$ cat src/hw/rtl/ctw_pkg.sv
// package: types, codes and constants of the cis tuple walker
`timescale 1ns / 1ps

package ctw_pkg;

  localparam int unsigned ByteW      = 8;
  localparam int unsigned OffsetW    = 10;
  localparam int unsigned PosW       = 2;
  localparam int unsigned ScanLimit  = 256;
  localparam int unsigned ApbDataW   = 32;
  localparam int unsigned ApbAddrW   = 4;
  localparam int unsigned RegIdxW    = 2;

  localparam logic [ByteW-1:0] EndCodeRst      = 8'hFF;
  localparam logic [ByteW-1:0] ManufCodeRst    = 8'd32;
  localparam logic [ByteW-1:0] FuncCodeRst     = 8'd33;
  localparam logic [ByteW-1:0] FixedDiskRst    = 8'd4;

  typedef enum logic [RegIdxW-1:0] {
    REG_END_CODE   = 2'd0,
    REG_MANUF_CODE = 2'd1,
    REG_FUNC_CODE  = 2'd2,
    REG_FIXED_DISK = 2'd3
  } ctw_reg_e;

  typedef enum logic [1:0] {
    PH_IDLE = 2'd0,
    PH_TYPE = 2'd1,
    PH_LEN  = 2'd2,
    PH_BODY = 2'd3
  } ctw_phase_e;

  typedef enum logic [1:0] {
    STOP_END_TUPLE = 2'd0,
    STOP_ZERO_LEN  = 2'd1,
    STOP_LIMIT     = 2'd2
  } ctw_stop_e;

  typedef struct packed {
    logic [ByteW-1:0] end_code;
    logic [ByteW-1:0] manufacturer_code;
    logic [ByteW-1:0] function_code;
    logic [ByteW-1:0] fixed_disk_code;
  } ctw_cfg_t;

  typedef struct packed {
    logic [ByteW-1:0] cis_byte;
    logic             start_scan;
    logic             socket_index;
  } ctw_item_t;

  typedef struct packed {
    ctw_stop_e        stop_reason;
    logic [ByteW-1:0] manufacturer_low;
    logic [ByteW-1:0] manufacturer_high;
    logic [ByteW-1:0] function_id;
    logic             fixed_disk;
    logic             scanned_socket;
  } ctw_result_t;

endpackage

$ cat src/hw/rtl/ctw_in_if.sv
// byte input channel: valid/ready with one attribute memory byte
`timescale 1ns / 1ps

interface ctw_in_if;
  import ctw_pkg::*;

  logic             valid;
  logic             ready;
  logic [ByteW-1:0] cis_byte;
  logic             start_scan;
  logic             socket_index;

  modport source (output valid, cis_byte, start_scan, socket_index, input ready);
  modport sink   (input valid, cis_byte, start_scan, socket_index, output ready);
endinterface

$ cat src/hw/rtl/ctw_out_if.sv
// result channel: valid/ready with the scan summary
`timescale 1ns / 1ps

interface ctw_out_if;
  import ctw_pkg::*;

  logic             valid;
  logic             ready;
  logic [1:0]       stop_reason;
  logic [ByteW-1:0] manufacturer_low;
  logic [ByteW-1:0] manufacturer_high;
  logic [ByteW-1:0] function_id;
  logic             fixed_disk;
  logic             scanned_socket;

  modport source (output valid, stop_reason, manufacturer_low, manufacturer_high,
                  function_id, fixed_disk, scanned_socket, input ready);
  modport sink   (input valid, stop_reason, manufacturer_low, manufacturer_high,
                  function_id, fixed_disk, scanned_socket, output ready);
endinterface

$ cat src/hw/rtl/ctw_cfg_regs.sv
// apb configuration registers of the tuple walker
`timescale 1ns / 1ps

module ctw_cfg_regs (
  input  logic                            clk_i,
  input  logic                            rst_ni,
  input  logic                            psel,
  input  logic                            penable,
  input  logic                            pwrite,
  input  logic [ctw_pkg::ApbAddrW-1:0]    paddr,
  input  logic [ctw_pkg::ApbDataW-1:0]    pwdata,
  output logic [ctw_pkg::ApbDataW-1:0]    prdata,
  output logic                            pready,
  output ctw_pkg::ctw_cfg_t               cfg_o
);
  import ctw_pkg::*;

  ctw_cfg_t         cfg_q, cfg_d;
  ctw_reg_e         reg_idx;
  logic             wr_en;
  logic [ByteW-1:0] rd_val;

  assign pready  = 1'b1;
  assign wr_en   = psel && penable && pwrite && pready;
  assign reg_idx = ctw_reg_e'(paddr[ApbAddrW-1:ApbAddrW-RegIdxW]);

  always_comb begin
    cfg_d = cfg_q;
    if (wr_en) begin
      unique case (reg_idx)
        REG_END_CODE:   cfg_d.end_code          = pwdata[ByteW-1:0];
        REG_MANUF_CODE: cfg_d.manufacturer_code = pwdata[ByteW-1:0];
        REG_FUNC_CODE:  cfg_d.function_code     = pwdata[ByteW-1:0];
        REG_FIXED_DISK: cfg_d.fixed_disk_code   = pwdata[ByteW-1:0];
        default:        cfg_d = cfg_q;
      endcase
    end
  end

  always_comb begin
    unique case (reg_idx)
      REG_END_CODE:   rd_val = cfg_q.end_code;
      REG_MANUF_CODE: rd_val = cfg_q.manufacturer_code;
      REG_FUNC_CODE:  rd_val = cfg_q.function_code;
      REG_FIXED_DISK: rd_val = cfg_q.fixed_disk_code;
      default:        rd_val = '0;
    endcase
  end

  assign prdata = ApbDataW'(rd_val);
  assign cfg_o  = cfg_q;

  always_ff @(posedge clk_i or negedge rst_ni) begin
    if (!rst_ni) begin
      cfg_q.end_code          <= EndCodeRst;
      cfg_q.manufacturer_code <= ManufCodeRst;
      cfg_q.function_code     <= FuncCodeRst;
      cfg_q.fixed_disk_code   <= FixedDiskRst;
    end else begin
      cfg_q <= cfg_d;
    end
  end

endmodule

$ cat src/hw/rtl/ctw_walker.sv
// tuple chain state and the per-byte step logic
`timescale 1ns / 1ps

module ctw_walker (
  input  logic                 clk_i,
  input  logic                 rst_ni,
  input  ctw_pkg::ctw_cfg_t    cfg_i,
  input  logic                 step_i,
  input  ctw_pkg::ctw_item_t   item_i,
  output logic                 emit_o,
  output ctw_pkg::ctw_result_t result_o
);
  import ctw_pkg::*;

  ctw_phase_e         phase_q, phase_d, cur_phase;
  logic [OffsetW-1:0] offset_q, offset_d, offset_base;
  logic [ByteW-1:0]   kind_q, kind_d;
  logic [ByteW-1:0]   remain_q, remain_d;
  logic [PosW-1:0]    pos_q, pos_d;
  logic [2*ByteW-1:0] manuf_q, manuf_d;
  logic [ByteW-1:0]   func_q, func_d;
  logic               sock_q, sock_d;
  logic               emit;
  ctw_stop_e          reason;
  logic               is_manuf, is_func;

  assign is_manuf = (kind_q == cfg_i.manufacturer_code);
  assign is_func  = (kind_q == cfg_i.function_code);

  always_comb begin
    // a start byte restarts the walk as the first type byte
    cur_phase   = item_i.start_scan ? PH_TYPE : phase_q;
    offset_base = item_i.start_scan ? '0 : offset_q;
    manuf_d     = item_i.start_scan ? '0 : manuf_q;
    func_d      = item_i.start_scan ? '0 : func_q;
    sock_d      = item_i.start_scan ? item_i.socket_index : sock_q;
    phase_d     = cur_phase;
    offset_d    = offset_base;
    kind_d      = kind_q;
    remain_d    = remain_q;
    pos_d       = pos_q;
    emit        = 1'b0;
    reason      = STOP_END_TUPLE;

    unique case (cur_phase)
      PH_IDLE: begin
        phase_d = PH_IDLE;
      end
      PH_TYPE: begin
        kind_d   = item_i.cis_byte;
        phase_d  = PH_LEN;
        offset_d = offset_base + OffsetW'(1);
      end
      PH_LEN: begin
        offset_d = offset_base + OffsetW'(1);
        if (kind_q == cfg_i.end_code) begin
          emit    = 1'b1;
          reason  = STOP_END_TUPLE;
          phase_d = PH_IDLE;
        end else if (item_i.cis_byte == '0) begin
          emit    = 1'b1;
          reason  = STOP_ZERO_LEN;
          phase_d = PH_IDLE;
        end else begin
          remain_d = item_i.cis_byte;
          pos_d    = '0;
          phase_d  = PH_BODY;
          if (is_manuf) begin
            manuf_d = '0;
          end
        end
      end
      PH_BODY: begin
        if (is_manuf) begin
          if (pos_q == PosW'(0)) begin
            manuf_d[ByteW-1:0] = item_i.cis_byte;
          end else if (pos_q == PosW'(1)) begin
            manuf_d[2*ByteW-1:ByteW] = item_i.cis_byte;
          end
        end else if (is_func && pos_q == PosW'(0)) begin
          func_d = item_i.cis_byte;
        end
        // position saturates once both capture slots are past
        if (pos_q < PosW'(2)) begin
          pos_d = pos_q + PosW'(1);
        end
        remain_d = remain_q - ByteW'(1);
        offset_d = offset_base + OffsetW'(1);
        if (remain_d == '0) begin
          if (offset_d >= OffsetW'(ScanLimit)) begin
            emit    = 1'b1;
            reason  = STOP_LIMIT;
            phase_d = PH_IDLE;
          end else begin
            phase_d = PH_TYPE;
          end
        end
      end
      default: phase_d = PH_IDLE;
    endcase
  end

  assign emit_o                     = step_i && emit;
  assign result_o.stop_reason       = reason;
  assign result_o.manufacturer_low  = manuf_d[ByteW-1:0];
  assign result_o.manufacturer_high = manuf_d[2*ByteW-1:ByteW];
  assign result_o.function_id       = func_d;
  assign result_o.fixed_disk        = (func_d == cfg_i.fixed_disk_code);
  assign result_o.scanned_socket    = sock_d;

  always_ff @(posedge clk_i or negedge rst_ni) begin
    if (!rst_ni) begin
      phase_q  <= PH_IDLE;
      offset_q <= '0;
      kind_q   <= '0;
      remain_q <= '0;
      pos_q    <= '0;
      manuf_q  <= '0;
      func_q   <= '0;
      sock_q   <= 1'b0;
    end else if (step_i) begin
      phase_q  <= phase_d;
      offset_q <= offset_d;
      kind_q   <= kind_d;
      remain_q <= remain_d;
      pos_q    <= pos_d;
      manuf_q  <= manuf_d;
      func_q   <= func_d;
      sock_q   <= sock_d;
    end
  end

endmodule

$ cat src/hw/rtl/cis_tuple_walker.sv
// Card information structure tuple walker, top level.
// in_ch carries one attribute memory byte per transfer, in offset order, with
// start_scan marking the first type byte of a scan and socket_index the socket.
// out_ch carries one summary per finished walk: stop reason, manufacturer bytes,
// function id, fixed-disk flag and the scanned socket.
// The apb port holds the end, manufacturer, function and fixed-disk codes,
// written between scans.
// Each accepted byte waits in the input register until the step logic updates the
// walk state and loads the result register, so out_ch.valid rises from the result
// register once the byte that ends the walk has been stepped.
// Throughput is one byte per cycle while no summary is held by a stalled receiver.
// A finished summary waits in the result register; while the receiver stalls
// with a summary pending, the byte in the input register holds and in_ch.ready
// stays low, whether or not that byte would end a walk.
// Reset empties both registers, returns the walk to idle with captures cleared
// and loads the default codes.
`timescale 1ns / 1ps

module cis_tuple_walker (
  input  logic                            clk_i,
  input  logic                            rst_ni,
  ctw_in_if.sink                          in_ch,
  ctw_out_if.source                       out_ch,
  input  logic                            psel,
  input  logic                            penable,
  input  logic                            pwrite,
  input  logic [ctw_pkg::ApbAddrW-1:0]    paddr,
  input  logic [ctw_pkg::ApbDataW-1:0]    pwdata,
  output logic [ctw_pkg::ApbDataW-1:0]    prdata,
  output logic                            pready
);
  import ctw_pkg::*;

  ctw_cfg_t    cfg;
  logic        in_valid_q;
  ctw_item_t   in_item_q;
  logic        step;
  logic        emit;
  ctw_result_t result;
  logic        out_valid_q;
  ctw_result_t out_res_q;

  ctw_cfg_regs u_cfg_regs (
    .clk_i   (clk_i),
    .rst_ni  (rst_ni),
    .psel    (psel),
    .penable (penable),
    .pwrite  (pwrite),
    .paddr   (paddr),
    .pwdata  (pwdata),
    .prdata  (prdata),
    .pready  (pready),
    .cfg_o   (cfg)
  );

  ctw_walker u_walker (
    .clk_i    (clk_i),
    .rst_ni   (rst_ni),
    .cfg_i    (cfg),
    .step_i   (step),
    .item_i   (in_item_q),
    .emit_o   (emit),
    .result_o (result)
  );

  // the step may run whenever the result register is free or draining now
  assign step        = in_valid_q && (!out_valid_q || out_ch.ready);
  assign in_ch.ready = !in_valid_q || step;

  always_ff @(posedge clk_i or negedge rst_ni) begin
    if (!rst_ni) begin
      in_valid_q <= 1'b0;
    end else if (in_ch.ready) begin
      in_valid_q <= in_ch.valid;
    end
  end

  always_ff @(posedge clk_i) begin
    if (in_ch.valid && in_ch.ready) begin
      in_item_q.cis_byte     <= in_ch.cis_byte;
      in_item_q.start_scan   <= in_ch.start_scan;
      in_item_q.socket_index <= in_ch.socket_index;
    end
  end

  always_ff @(posedge clk_i or negedge rst_ni) begin
    if (!rst_ni) begin
      out_valid_q <= 1'b0;
    end else if (step && emit) begin
      out_valid_q <= 1'b1;
    end else if (out_ch.ready) begin
      out_valid_q <= 1'b0;
    end
  end

  always_ff @(posedge clk_i) begin
    if (step && emit) begin
      out_res_q <= result;
    end
  end

  assign out_ch.valid             = out_valid_q;
  assign out_ch.stop_reason       = out_res_q.stop_reason;
  assign out_ch.manufacturer_low  = out_res_q.manufacturer_low;
  assign out_ch.manufacturer_high = out_res_q.manufacturer_high;
  assign out_ch.function_id       = out_res_q.function_id;
  assign out_ch.fixed_disk        = out_res_q.fixed_disk;
  assign out_ch.scanned_socket    = out_res_q.scanned_socket;

endmodule

$ cat src/flat_wrapper.sv
// flat-port wrapper written by rule: the top's interface ports become plain ports
module cis_tuple_walker_flat import ctw_pkg::*;
  (clk_i, rst_ni, psel, penable, pwrite, paddr, pwdata, prdata, pready, in_ch_valid, in_ch_cis_byte, in_ch_start_scan, in_ch_socket_index, in_ch_ready, out_ch_valid, out_ch_stop_reason, out_ch_manufacturer_low, out_ch_manufacturer_high, out_ch_function_id, out_ch_fixed_disk, out_ch_scanned_socket, out_ch_ready);
  ctw_in_if in_ch_i ();
  ctw_out_if out_ch_i ();
  input  logic clk_i;
  input  logic rst_ni;
  input  logic psel;
  input  logic penable;
  input  logic pwrite;
  input  logic [ctw_pkg::ApbAddrW-1:0] paddr;
  input  logic [ctw_pkg::ApbDataW-1:0] pwdata;
  output logic [ctw_pkg::ApbDataW-1:0] prdata;
  output logic pready;
  input wire logic [$bits(in_ch_i.valid)-1:0] in_ch_valid;
  input wire logic [$bits(in_ch_i.cis_byte)-1:0] in_ch_cis_byte;
  input wire logic [$bits(in_ch_i.start_scan)-1:0] in_ch_start_scan;
  input wire logic [$bits(in_ch_i.socket_index)-1:0] in_ch_socket_index;
  output wire logic [$bits(in_ch_i.ready)-1:0] in_ch_ready;
  output wire logic [$bits(out_ch_i.valid)-1:0] out_ch_valid;
  output wire logic [$bits(out_ch_i.stop_reason)-1:0] out_ch_stop_reason;
  output wire logic [$bits(out_ch_i.manufacturer_low)-1:0] out_ch_manufacturer_low;
  output wire logic [$bits(out_ch_i.manufacturer_high)-1:0] out_ch_manufacturer_high;
  output wire logic [$bits(out_ch_i.function_id)-1:0] out_ch_function_id;
  output wire logic [$bits(out_ch_i.fixed_disk)-1:0] out_ch_fixed_disk;
  output wire logic [$bits(out_ch_i.scanned_socket)-1:0] out_ch_scanned_socket;
  input wire logic [$bits(out_ch_i.ready)-1:0] out_ch_ready;
  assign in_ch_i.valid = in_ch_valid;
  assign in_ch_i.cis_byte = in_ch_cis_byte;
  assign in_ch_i.start_scan = in_ch_start_scan;
  assign in_ch_i.socket_index = in_ch_socket_index;
  assign in_ch_ready = in_ch_i.ready;
  assign out_ch_valid = out_ch_i.valid;
  assign out_ch_stop_reason = out_ch_i.stop_reason;
  assign out_ch_manufacturer_low = out_ch_i.manufacturer_low;
  assign out_ch_manufacturer_high = out_ch_i.manufacturer_high;
  assign out_ch_function_id = out_ch_i.function_id;
  assign out_ch_fixed_disk = out_ch_i.fixed_disk;
  assign out_ch_scanned_socket = out_ch_i.scanned_socket;
  assign out_ch_i.ready = out_ch_ready;
  cis_tuple_walker u_core (.clk_i(clk_i), .rst_ni(rst_ni), .in_ch(in_ch_i), .out_ch(out_ch_i), .psel(psel), .penable(penable), .pwrite(pwrite), .paddr(paddr), .pwdata(pwdata), .prdata(prdata), .pready(pready));
endmodule
$ cat config.mk
export PLATFORM = sky130hd
export DESIGN_NAME = cis_tuple_walker_flat
export DESIGN_NICKNAME = d
export VERILOG_FILES = /design/src/hw/rtl/ctw_pkg.sv /design/src/hw/rtl/ctw_in_if.sv /design/src/hw/rtl/ctw_out_if.sv /design/src/hw/rtl/ctw_cfg_regs.sv /design/src/hw/rtl/ctw_walker.sv /design/src/hw/rtl/cis_tuple_walker.sv /design/src/flat_wrapper.sv
export SDC_FILE = /design/constraint.sdc
export NUM_CORES = 1
export LEC_CHECK = 0
export ABC_AREA = 1
export BUFFER_PORTS_ARGS = -buffer_cell sky130_fd_sc_hd__buf_2
export CAP_MARGIN = 25
export CORE_ASPECT_RATIO = 0.6
export CORE_MARGIN = 2
export CORE_UTILIZATION = 55
export CTS_BUF_LIST = sky130_fd_sc_hd__clkbuf_8
export DETAILED_ROUTE_END_ITERATION = 7
export PLACE_DENSITY = 0.77
export REMOVE_ABC_BUFFERS = 1
export SETUP_SLACK_MARGIN = 0.3
export SLEW_MARGIN = 15
export SYNTH_ARGS = -nofsm -noshare
export SYNTH_HDL_FRONTEND = slang
export SYNTH_HIERARCHICAL = 1
export SYNTH_SLANG_ARGS = --single-unit
$ cat constraint.sdc
create_clock -name clk_i -period 4.07 [get_ports clk_i]
set_input_delay 0.6105 -clock clk_i [delete_from_list [all_inputs] [get_ports clk_i]]
set_output_delay 0.6105 -clock clk_i [all_outputs]
set_load 0.02 [all_outputs]
==> metrics.csv, run 1 <==
stage,metric,value,unit
clock_tree,ctsHoldBuffers,0,
power,ir_drop,295,uV
die,io_pins,116,
cells_and_area,postLayoutCellArea,0.00781,sq mm
route,ant_nets,0,
power,p_leak,3.90,nW
critical_path,worstPathCellList,"nor2_1, ha_1, nand2_1, nor3_1, nand4_1, xor2_1, nand2_1, nand3_1, a21boi_0, inv_1, nor2_2, buf_4",
global_routing,grt_pass1_vias,5256,
die,die_h,91.4,um
yosys,synth_edf_count,38,
sta,clock_skew,0.0134,ns
yosys,synth-warning-count,6,
cells_and_area,antenna_cells,0,
cells_and_area,final_util,0.639,
place,place_area,0.00732,sq mm
power,power_density,481,mW/mm^2
global_routing,grt_use_total,0.256,
sta,max_freq,0.321,GHz
cells_and_area,finalNetCount,981,
global_routing,overflow,0,
place,place_inst,1068,
sta,slew_headroom,0.624,
die,core.rowCount,31,
yosys,synth_ff_type,dfrtp_1,
global_routing,grt_pass1_wl,26.8,mm
critical_path,crit_required,4.17,ns
die,start_util,0.573,
clock_tree,cts_resized,0,
sta,fin_crit_sh,0.765,
cells_and_area,final_layout_size_suffix_gt1_frac,0.182,
critical_path,crit_type,reg -> reg,
clock_tree,path_clk_slew,0.08,ns
yosys,ys_ff_latch,127,
critical_path,cp_max_fo,28,
route,drt-wirelength-per-cell,14.9,um
clock_tree,numCtsBuffers,17,
die,fp.dieArea,0.0137,sq mm
critical_path,cpMostUsedCell,nand2_1,
critical_path,start_kind,flop,
critical_path,crit_family,simple AND/OR/NAND/NOR gates,
global_routing,antenna_found_initial,0,
flow_run,drv_cap,0,
sta,setup_violations,0,
status,status,"complete, no violations",
place,place_hpwl,11.4,mm
sta,tns,0,ns
global_routing,grt_max_degree,74,
route,first_pass_iters,5,
die,die_x,150,um
critical_path,reg2reg_from,u_core/in_item_q[1],
clock_tree,root_buffer,clkbuf_8,
power,power,3.75,mW
route,routed_wl,16.4,mm
route,drt_iter0_drc,579,
sta,finalHoldViolCount,0,
cells_and_area,syn2layout_area_growth,11.6,%
critical_path,arrival,3.21,ns
sta,rsz0062_at_grt,false,
critical_path,cp_slowest_stage_delay,0.63,ns
sta,min_period,3.11,ns
worst_hold_path,hold_path_class,in -> async,
route,num_vias,5797,
critical_path,cp-startpoint,u_core/in_item_q[1],
clock_tree,htree_num_levels,4,
critical_path,worstPathBufferInverterCount,2,
yosys,seq_area_frac_synth,0.484,
critical_path,end_kind,flop,
clock_tree,clk_latency,0.44,ns
place,gp_congestion,0.877,
sta,holdWs,0.0297,ns
yosys,async_reset_ff_frac,0.701,
sta,setup_ws,0.957,ns
place,preCtsSetupSlack,1.03,ns
clock_tree,clock_sinks,127,
yosys,netlist_instances,860,
yosys,synth_cell_type_count,35,
clock_tree,post_cts_buffers,0,
yosys,syn-cell-area,0.00700,sq mm
die,core,0.0122,sq mm
clock_tree,cts_tree,built,
route,viasPerCell,5.27,
yosys,synth_area_per_cell,8.13,sq um
cells_and_area,finalNonFillerCells,1101,
sta,worst_slew_pin_slew,0.563,ns
critical_path,cpMaxStageDelayCell,edfxtp_1,
route,drc,0,
clock_tree,cts.path.max_buffers,2,
place,portBuffers,64,
sta,slew_viol_final,0,
[worst register-to-register path: cells and delay by family, from the launching register on]
family                     cells  cell delay, ns
buffers and inverters          2            0.43
AOI/OAI and AO/OA              1            0.21
adders and majority gates      1            0.20
and+or+nand+nor                7            1.10
xor gates and xnor gates       1            0.18
DFF                            1            0.63
[area by class of cell]
class | instances | area, sq um
fill | 1035 | 4410
sequential | 127 | 3380
multi-input combinational | 623 | 3050
timing repair buffer | 70 | 388
inverter | 84 | 315
clock buffer | 18 | 248
clock inverter | 14 | 215
tap | 165 | 206
[registers in the layout (all words and copies together), names as in the netlist, 2 cells and up]
| name | cells |
|---|---|
| u_core/out_ch.function_id | 8 |
| u_core/u_walker/remain_q | 8 |
| u_core/in_item_q | 10 |
| u_core/u_walker/func_q | 8 |
| u_core/u_walker/manuf_q | 16 |
| u_core/out_ch.stop_reason | 2 |
| u_core/u_walker/kind_q | 8 |
| u_core/u_cfg_regs/cfg_o | 32 |
| u_core/out_ch.manufacturer_high | 8 |
| u_core/out_ch.manufacturer_low | 8 |
| u_core/u_walker/phase_q | 2 |
| u_core/u_walker/pos_q | 2 |
| u_core/u_walker/offset_q | 10 |
[cell families after synthesis]
kind of cell / share of synthesized area
and+or+nand+nor: 0.322
buffers and inverters: 0.0928
DFF: 0.484
AOI/OAI and AO/OA: 0.0535
xor gates and xnor gates: 0.0376
adders and majority gates: 0.00894
other: 0.00107
[worst paths after layout]
check	endpoint	slack, ns	cells past startpoint
min in group clk_i	u_core/in_item_q[4]	0.35	1
max in group asynchronous	u_core/u_cfg_regs/cfg_o[8]	3.42	2
hold / removal	u_core/u_cfg_regs/cfg_o[23]	0.03	1
hold reg to reg	u_core/u_walker/manuf_q[5]	0.48	2
setup / recovery	u_core/out_ch.manufacturer_low[0]	0.96	12
setup reg to reg	u_core/out_ch.manufacturer_low[0]	0.96	12
[cell usage after synthesis (3+ instances only)]
library cell / instances / share of area
nand2_1: 342 / 0.18
dfrtp_1: 77 / 0.28
inv_1: 75 / 0.040
nand3_1: 46 / 0.033
nor2_1: 41 / 0.022
edfxtp_1: 38 / 0.16
o21ai_0: 38 / 0.027
buf_4: 28 / 0.030
o211ai_1: 21 / 0.023
nand2_2: 19 / 0.017
xor2_1: 19 / 0.024
dfstp_2: 12 / 0.045
nand3_2: 12 / 0.017
nand4_1: 11 / 0.0098
xnor2_1: 11 / 0.014
inv_2: 8 / 0.0043
nor2_4: 8 / 0.013
clkbuf_1: 7 / 0.0038
buf_2: 6 / 0.0043
buf_6: 5 / 0.0080
ha_1: 5 / 0.0089
nand3b_1: 5 / 0.0054
nor3_1: 5 / 0.0036
nand2_4: 4 / 0.0064
buf_1: 3 / 0.0016
[power by group]
part	total (mW)	internal [mW]	switching [mW]
combinational	0.815	0.275	0.540
clock	1.26	0.744	0.518
sequential	1.68	1.49	0.186
total	3.75	2.51	1.24
[placed cells by master, fill, tap and decap left out, types with 18 or more instances in the layout]
master and instances:
inv_1 75, nor2_1 40, o21ai_0 38, buf_2 63
nand3_1 46, xor2_1 19, nand2_2 19, dfrtp_1 77
clkbuf_8 18, edfxtp_1 38, nand2_1 342, o211ai_1 21
conb_1 25
[layer usage]
layer | global-route usage | up-vias | wire length (um)
met2 | 0.340 | 262 | 6730
met3 | 0.0618 | 16 | 1710
met1 | 0.410 | 2718 | 7740
li1 | - | 2801 | -
met4 | 0.0651 | 0 | 182
met5 | 0 | - | 0
(Power assumes the default switching activity.)
==> run 2: changes to the inputs <==
==> constraint.sdc (replaced) <==
create_clock -name clk_i -period 3.2 [get_ports clk_i]
set_input_delay 0.48 -clock clk_i [delete_from_list [all_inputs] [get_ports clk_i]]
set_output_delay 0.48 -clock clk_i [all_outputs]
set_load 0.02 [all_outputs]
==> run 2 against run 1 <==
  * Critical path type unchanged
  * Clock-buffer cell count rose by 1
  * Sequential power rose by 27%
  * Die area did not move
  * Sequential share of layout area rose by 0.32 points
  * Design area fell by 0.74%
  * Combinational power rose by 28%
==> metrics.csv, run 2 (synthesized netlist as in run 1, its figures left out) <==
stage,metric,value,unit,change
critical_path,cp_max_fo,28,,unchanged
clock_tree,numCtsBuffers,17,,unchanged
route,drc,0,,unchanged
power,power,4.53,mW,was 3.75 mW
flow_run,drv_cap,0,,unchanged
cells_and_area,final_layout_size_suffix_gt1_frac,0.185,,was 0.182
place,portBuffers,64,,unchanged
sta,rsz0062_at_grt,false,,unchanged
cells_and_area,largest_register_ffs,32,,unchanged
clock_tree,clk_latency,0.44,ns,about the same
clock_tree,clock_sinks,127,,unchanged
cells_and_area,syn2layout_area_growth,10.8,%,was 11.6%
power,power_density,584,mW/mm^2,was 481 mW/mm^2
sta,slew_headroom,0.627,,was 0.624
route,viasPerCell,5.21,,was 5.27
clock_tree,root_buffer,clkbuf_8,,unchanged
route,ant_nets,0,,unchanged
route,num_vias,5744,,"was 5,797"
worst_hold_path,hold_path_class,in -> async,,unchanged
die,start_util,0.573,,unchanged
critical_path,cpMaxStageDelayCell,dfrtp_1,,was edfxtp_1
power,p_leak,3.88,nW,was 3.90 nW
critical_path,crit_family,simple AND/OR/NAND/NOR gates,,unchanged
sta,setup_violations,0,,unchanged
cells_and_area,final_cell_mix,"nand2_1, dfrtp_1, inv_1",,unchanged
clock_tree,htree_num_levels,4,,unchanged
place,place_hpwl,11.7,mm,was 11.4 mm
route,drt_iter0_drc,502,,was 579
critical_path,path_depth,14,,was 12
cells_and_area,mostFrequentLayoutCell,nand2_1,,unchanged
place,gp_congestion,0.917,,was 0.877
clock_tree,path_clk_slew,0.07,ns,was 0.08 ns
die,fp.dieArea,0.0137,sq mm,unchanged
critical_path,worstPathBufferInverterCount,4,,was 2
critical_path,cp-startpoint,u_core/u_walker/remain_q[0],,was u_core/in_item_q[1]
critical_path,crit_type,reg -> reg,,unchanged
sta,worst_slew_pin_slew,0.559,ns,was 0.563 ns
global_routing,grt_max_degree,48,,was 74
critical_path,reg2reg_from,u_core/u_walker/remain_q[0],,was u_core/in_item_q[1]
global_routing,grt_use_total,0.255,,was 0.256
critical_path,worstPathCellList,"inv_1, ha_1, inv_1, nor2_2, nand2_1, nor2_1, xor2_1, nand2_1, nor2_2, nand3_1, a21boi_0, inv_1, nor2_2, buf_12",,"was nor2_1, ha_1, nand2_1, nor3_1, nand4_1, xor2_1, nand2_1, nand3_1, a21boi_0, inv_1, nor2_2, buf_4"
critical_path,rr_worst_depth,14,,was 12
critical_path,worst_r2r_endpoint,u_core/out_ch.function_id[4],,was u_core/out_ch.manufacturer_low[0]
cells_and_area,finalNetCount,982,,was 981
power,ir_drop,295,uV,about the same
sta,finalHoldViolCount,0,,unchanged
clock_tree,cts.path.max_buffers,2,,unchanged
route,drt-wirelength-per-cell,14.9,um,about the same
critical_path,rrSetupSlack,0.49,ns,was 0.96 ns
die,io_pins,116,,unchanged
critical_path,arrival,2.85,ns,was 3.21 ns
cells_and_area,antenna_cells,0,,unchanged
global_routing,overflow,0,,unchanged
die,die_x,150,um,unchanged
critical_path,end_kind,flop,,unchanged
clock_tree,post_cts_buffers,0,,unchanged
cells_and_area,finalNonFillerCells,1102,,"was 1,101"
sta,max_freq,0.369,GHz,was 0.321 GHz
critical_path,start_kind,flop,,unchanged
status,status,"complete, no violations",,unchanged
critical_path,cp_slowest_stage_delay,0.41,ns,was 0.63 ns
clock_tree,cts_tree,built,,unchanged
sta,clock_skew,0.0134,ns,about the same
global_routing,grt_pass1_vias,5252,,"was 5,256"
sta,tns,0,ns,unchanged
sta,fin_crit_sh,0.848,,was 0.765
die,core,0.0122,sq mm,unchanged
place,place_inst,1070,,"was 1,068"
die,core.rowCount,31,,unchanged
critical_path,crit_required,3.33,ns,was 4.17 ns
global_routing,antenna_found_initial,0,,unchanged
sta,slew_viol_final,0,,unchanged
sta,min_period,2.71,ns,was 3.11 ns
global_routing,grt_pass1_wl,26.6,mm,was 26.8 mm
route,first_pass_iters,5,,unchanged
route,routed_wl,16.4,mm,about the same
die,die_h,91.4,um,unchanged
[run 2: worst max path at each step]
stage,to,slack (ns)
floorplan,u_core/out_ch.fixed_disk,-0.44
global placement,u_core/out_ch.function_id[2],0.58
detailed placement,u_core/out_ch.function_id[2],0.48
CTS,u_core/out_ch.function_id[4],0.43
global route,u_core/out_ch.manufacturer_low[0],0.33
finish,u_core/out_ch.function_id[4],0.49
[run 2: layer usage]
layer	wire (um)	track usage	share of wire
met3	1500	0.0688	0.091
met2	6700	0.345	0.41
met4	261	0.0849	0.016
met5	0	0	0
met1	7990	0.391	0.49
[run 2: final cells by class]
| class | instances | area, sq um |
|---|---|---|
| multi-input cells | 623 | 3060 |
| flip-flops and latches | 127 | 3380 |
| repair buffers | 71 | 400 |
| clock buffers | 19 | 262 |
| inverters | 84 | 315 |
| well taps | 165 | 206 |
| fillers | 1040 | 4470 |
| clock inverters | 13 | 121 |
[run 2: per-stage QoR]
stage	hold slack, ns	instance area (sq um)	setup WS, ns	utilization
3_5_place_dp	0.467	7360	0.482	0.602
4_1_cts	0.0347	7740	0.428	0.633
2_1_floorplan	0.184	6750	-0.437	-
3_3_place_gp	0.462	7360	0.580	0.602
5_1_grt	0.0531	7750	0.333	0.634
6_report	0.0233	7750	0.488	0.634
[run 2: what timing repair did]
item / 4_1_cts / 5_1_grt
setup endpoints to repair: 0 / 28
gates resized for setup: 0 / 3
hold buffers: 0 / 0
[run 2: worst register-to-register path, cell delays in order (launching register included)]
cell and delay [ns]:
dfrtp_1 0.41, inv_1 0.10, ha_1 0.17, inv_1 0.05, nor2_2 0.13, nand2_1 0.10
nor2_1 0.13, xor2_1 0.22, nand2_1 0.09, nor2_2 0.16, nand3_1 0.11, a21boi_0 0.23
inv_1 0.10, nor2_2 0.16, buf_12 0.21
[run 2: where the power goes]
part | internal, mW | switching, mW
clock | 0.720 | 0.629
combinational | 0.354 | 0.686
sequential | 1.90 | 0.241
